`config.mk`:
```
export PLATFORM = sky130hd
export DESIGN_NAME = bgi_locate
export DESIGN_NICKNAME = d
export VERILOG_FILES = /design/src/rtl/bgi_pkg.sv /design/src/rtl/bgi_locate.sv
export SDC_FILE = /design/constraint.sdc
export NUM_CORES = 2
export LEC_CHECK = 0
export BUFFER_PORTS_ARGS = -buffer_cell sky130_fd_sc_hd__buf_2
export CAP_MARGIN = 20
export CORE_UTILIZATION = 65
export DETAILED_ROUTE_END_ITERATION = 10
export GPL_ROUTABILITY_DRIVEN = 0
export PLACE_DENSITY_LB_ADDON = 0.05
export SETUP_SLACK_MARGIN = 0.3
export SYNTH_ARGS = -nofsm -noshare
export SYNTH_HDL_FRONTEND = slang
export SYNTH_SLANG_ARGS = --single-unit
```
`constraint.sdc`:
```
create_clock -name clk_i -period 18.87 [get_ports clk_i]
set_input_delay 2.8305 -clock clk_i [delete_from_list [all_inputs] [get_ports clk_i]]
set_output_delay 2.8305 -clock clk_i [all_outputs]
set_load 0.02 [all_outputs]
```
`src/rtl/bgi_pkg.sv`:
```
// Shared types and constants for the bilinear grid interpolator.
// No dependencies; imported by every module of the block.
package bgi_pkg;

  localparam int unsigned COMP_W  = 32;   // node and result component width
  localparam int unsigned CRD_W   = 32;   // coordinate / origin / scale width
  localparam int unsigned CELL_W  = 6;    // cell count width
  localparam int unsigned IDX_W   = 12;   // node_index port width
  localparam int unsigned ADDR_W  = 13;   // internal corner address width
  localparam int unsigned CFG_W   = 3;    // config register index width
  localparam int unsigned W_W     = 66;   // corner weight width (Q32.32)
  localparam int unsigned ACC_W   = 100;  // blend accumulator width
  localparam int unsigned FRAC_W  = 16;

  typedef enum logic [CFG_W-1:0] {
    CFG_ORIGIN_X   = 3'd0,
    CFG_ORIGIN_Y   = 3'd1,
    CFG_SCALE_X    = 3'd2,
    CFG_SCALE_Y    = 3'd3,
    CFG_CELLS_WIDE = 3'd4,
    CFG_CELLS_HIGH = 3'd5
  } cfg_idx_e;

  typedef enum logic {
    CMD_LOAD  = 1'b0,
    CMD_QUERY = 1'b1
  } cmd_e;

  typedef logic [2:0][COMP_W-1:0] node_t;

  typedef struct packed {
    logic signed [CRD_W-1:0] origin;
    logic [CRD_W-1:0]        scale;
    logic [CELL_W-1:0]       cells;
  } axis_cfg_t;

endpackage

```
`src/rtl/bgi_locate.sv`:
```
// Per-axis cell locator: coordinate to clamped cell index and Q16.16 remainder.
// Four register stages advanced by en_i. Depends on bgi_pkg.
module bgi_locate (
  input  logic                           clk_i,
  input  logic                           en_i,
  input  logic signed [bgi_pkg::CRD_W-1:0] coord_i,
  input  bgi_pkg::axis_cfg_t             cfg_i,
  output logic [bgi_pkg::CELL_W-1:0]     idx_o,
  output logic signed [31:0]             rem_o
);
  import bgi_pkg::*;

  logic signed [32:0] d_q, d_d;
  logic [32:0]        mag;
  logic [64:0]        p_q, p_d, p_rnd;
  logic               neg_q;
  logic signed [49:0] f;
  logic signed [57:0] s_q, s_d;
  logic [CELL_W-1:0]  n, nm1;
  logic signed [41:0] hi;
  logic [CELL_W-1:0]  idx_d, idx_q;
  logic signed [57:0] r;
  logic signed [31:0] rem_d, rem_q;

  assign n   = (cfg_i.cells == '0) ? CELL_W'(1) : cfg_i.cells;
  assign nm1 = n - CELL_W'(1);

  // stage 1: offset from origin
  assign d_d = 33'(coord_i) - 33'(cfg_i.origin);

  // stage 2: magnitude times scale
  assign mag = d_q[32] ? 33'(-d_q) : 33'(d_q);
  assign p_d = 65'(mag) * 65'(cfg_i.scale);

  // stage 3: floor to Q16.16, times cell count
  assign p_rnd = p_q + 65'd65535;
  assign f = neg_q ? -$signed({1'b0, p_rnd[64:FRAC_W]}) : $signed({1'b0, p_q[64:FRAC_W]});
  assign s_d = 58'(f) * 58'($signed({2'b0, n}));

  // stage 4: clamp index, saturate remainder
  assign hi = s_q[57:FRAC_W];
  always_comb begin
    if (hi < 0) begin
      idx_d = '0;
    end else if (hi > $signed(42'(nm1))) begin
      idx_d = nm1;
    end else begin
      idx_d = hi[CELL_W-1:0];
    end
    r = s_q - $signed(58'({idx_d, 16'h0}));
    if ((&r[57:31]) || !(|r[57:31])) begin
      rem_d = r[31:0];
    end else if (r[57]) begin
      rem_d = 32'sh8000_0000;
    end else begin
      rem_d = 32'sh7fff_ffff;
    end
  end

  always_ff @(posedge clk_i) begin
    if (en_i) begin
      d_q   <= d_d;
      p_q   <= p_d;
      neg_q <= d_q[32];
      s_q   <= s_d;
      idx_q <= idx_d;
      rem_q <= rem_d;
    end
  end

  assign idx_o = idx_q;
  assign rem_o = rem_q;

endmodule

```
==> flow_summary.yaml <==
run_status:
  status: "complete, no violations"
grt:
  grt_pass1_vias: 44860
  antenna_found_initial: 2
  overflow: 0
  grt_max_degree: 74
  track_usage_pct: 34.04
  grt_pass1_wl_um: 236500
timing:
  finalSetupTns_ns: 0
  hold_viol: 0
  fin_skew_ns: 0.02623
  clock.fmax_ghz: 0.09068
  rsz0062_at_grt: "no"
  slew_violations: 0
  max_slew_margin_pct: 21.02
  setup-violations-final: 0
  tightest_slew_ns: 1.181
  finalCriticalPeriod_ns: 11.03
  fin_ws_ns: 7.842
  post-route-period-util_pct: 58.44
synth:
  synthCells: 6219
  synth_seq_cells: 194
  synth_top_family_by_area: "adder cells"
  synth-simple-area-share_pct: 18.74
  synth_top_area_share_pct: 39.73
  synth-adder-area-share_pct: 49.04
  synth.distinct_cells: 87
  async_reset_ff_share_pct: 0
  synth.avg_cell_area_sq_um: 9.164
  syn-cell-area_sq_mm: 0.05699
  netlist_top_cells_area: "fa_1 (40%), edfxtp_1 (10%), ha_1 (9.3%)"
  ys_seq_area_share_pct: 10.22
  synth_edf_count: 194
  yosys.area.top_type: "fa_1"
  synth_compound_gate_area_share_pct: 7.406
  synth-xor-area-share_pct: 3.840
  synthMuxAreaShare_pct: 0.7948
  ys.flop_type: "edfxtp_1"
  synthesis.nets: 7878
  ys_warn_count: 0
routing:
  drc: 0
  drt_wl_total_um: 145800
  wl_per_cell_um: 19.99
  first_pass_iters: 6
  vias: 42620
  final_antenna_net_count: 0
  avgViaCountPerCell: 5.843
  drtIter0Drc: 2882
finish:
  final_cell_mix: "inv_1 (1195), fa_1 (1131), nand2_1 (675)"
  final_nets: 7784
  drive_gt1_share_pct: 5.849
  syn2layout_area_growth_pct: 4.031
  fill_cells: 7018
  final_common_cell: "inv_1"
critical_path:
  cp.arrival_ns: 11.26
  path_max_fanout: 32
  max_stage_delay_ns: 0.56
  worst_path_max_delay_cell: "o31ai_1"
  setup.worst_path.end_class: "flip-flop"
  cp_common_cell: "fa_1"
  critPathLaunchType: "flip-flop"
  critPathKind: "reg -> reg"
  critical_path_required_ns: 19.11
  r2r_slack_ns: 7.84
clock_network:
  root_buffer: "clkbuf_16"
  ctsHtreeMaxLevel: 4
  cts_sinks: 194
  post_cts_buffers: 0
  cts_tree: "done"
  holdBufCountCts: 0
  worst_skew_pair.late_latency_ns: 0.51
  clk_pin_slew_worst_paths_ns: 0.10
  numCtsBuffers: 17
  ctsResizeCount: 0
  cts_buffer_depth: 2
floorplanning:
  dieWidth_um: 298.1
  coreArea_sq_mm: 0.08675
  dieArea_sq_mm: 0.08886
  io-pin-count: 142
  die_h_um: 298.1
  start_util_pct: 65.69
  row_count: 108
run:
  cap_violations: 0
placed_design:
  pre_cts_slack_ns: 7.624
  dp_hpwl_um: 113000
  io_buffers: 141
hold_path:
  hp-class: "reg -> reg"
metal layers:
metal | up-vias | track usage (%) | wire length, um
met5 | - | 0 | 9
met4 | 2 | 15.38 | 7238
met3 | 322 | 6.169 | 12060
met2 | 1771 | 56.19 | 69120
met1 | 21450 | 43.85 | 57380
li1 | 19080 | - | -
per-stage QoR:
stage               area, sq um  cells  util [%]  hold slack (ns)
floorplan                 56990   6219         -           0.5246
global placement          58620   7260     67.58           0.5316
detailed placement        58620   7260     67.58           0.5341
CTS                       59270   7292     68.32           0.5473
global route              59280   7293     68.33           0.5647
finish                    59290   7295     68.34           0.5479
cells in the mapped netlist, drive strengths merged, types with 7 or more instances:
library cell,instances
a21o,93
a211oi,22
nor3,55
and2,580
nand2,676
clkbuf,294
o41ai,15
mux2i,16
nand3b,10
a21oi,191
or3,23
a41oi,7
a211o,7
a31oi,19
a21boi,8
nand3,70
ha,424
o31a,7
nand2b,48
o21a,27
nor2,183
o211ai,15
and3,29
o31ai,22
o21bai,16
or2,46
xnor2,157
nor2b,184
buf,14
edfxtp,194
nand4,48
mux2,23
o22ai,7
nor4,46
a2111oi,10
xor2,92
fa,1131
o21ai,117
or4,15
and4,11
inv,1197
critical path: cells and delay by family, from the launching register on:
kind | cells | cell delay (ns)
AO/OA/AOI/OAI | 4 | 1.65
XOR/XNOR | 1 | 0.15
AND/OR/NAND/NOR | 13 | 3.37
adder cells (fa/ha/maj) | 9 | 4.40
flip-flops | 1 | 0.46
buffers and inverters | 6 | 0.71
kinds of logic (layout without fill, tap and decap cells):
kind of cell	count (synthesis)	after routing
adder cells (fa/ha/maj)	1555	1555
AO/OA/AOI/OAI	636	636
buffers and inverters	1507	1426
flip-flops	194	194
AND/OR/NAND/NOR	2039	2039
other	0	2
multiplexers	39	39
XOR/XNOR	249	249
path summary, 6_finish.rpt:
check | startpoint | to | cells past startpoint
max | d_q[3]$_DFFE_PP_ | p_q[58]$_DFFE_PP_ | 33
max reg2reg | d_q[3]$_DFFE_PP_ | p_q[58]$_DFFE_PP_ | 33
min | s_q[13]$_DFFE_PP_ | rem_o[13]$_DFFE_PP_ | 1
min reg2reg | s_q[13]$_DFFE_PP_ | rem_o[13]$_DFFE_PP_ | 1
layout make-up:
class | count | area (sq um) | share of cell area [%]
sequential | 194 | 5826 | 9.826
multi-input combinational | 4518 | 45740 | 77.15
inverter | 1199 | 4501 | 7.591
timing repair buffer | 195 | 1120 | 1.889
clock buffer | 17 | 425.4 | 0.7176
antenna | 2 | 5.005 | 0.008442
clock inverter | 15 | 224.0 | 0.3778
tap | 1155 | 1445 | 2.438
registers in the layout, summed over array words and instances (netlist names):
name   cells
d_q       33
neg_q      1
idx_o      6
rem_o     32
s_q       57
p_q       65
Power is left out: the tool's default activity adds up to more than one toggle a clock period on the data nets, which glitch-free logic cannot reach.
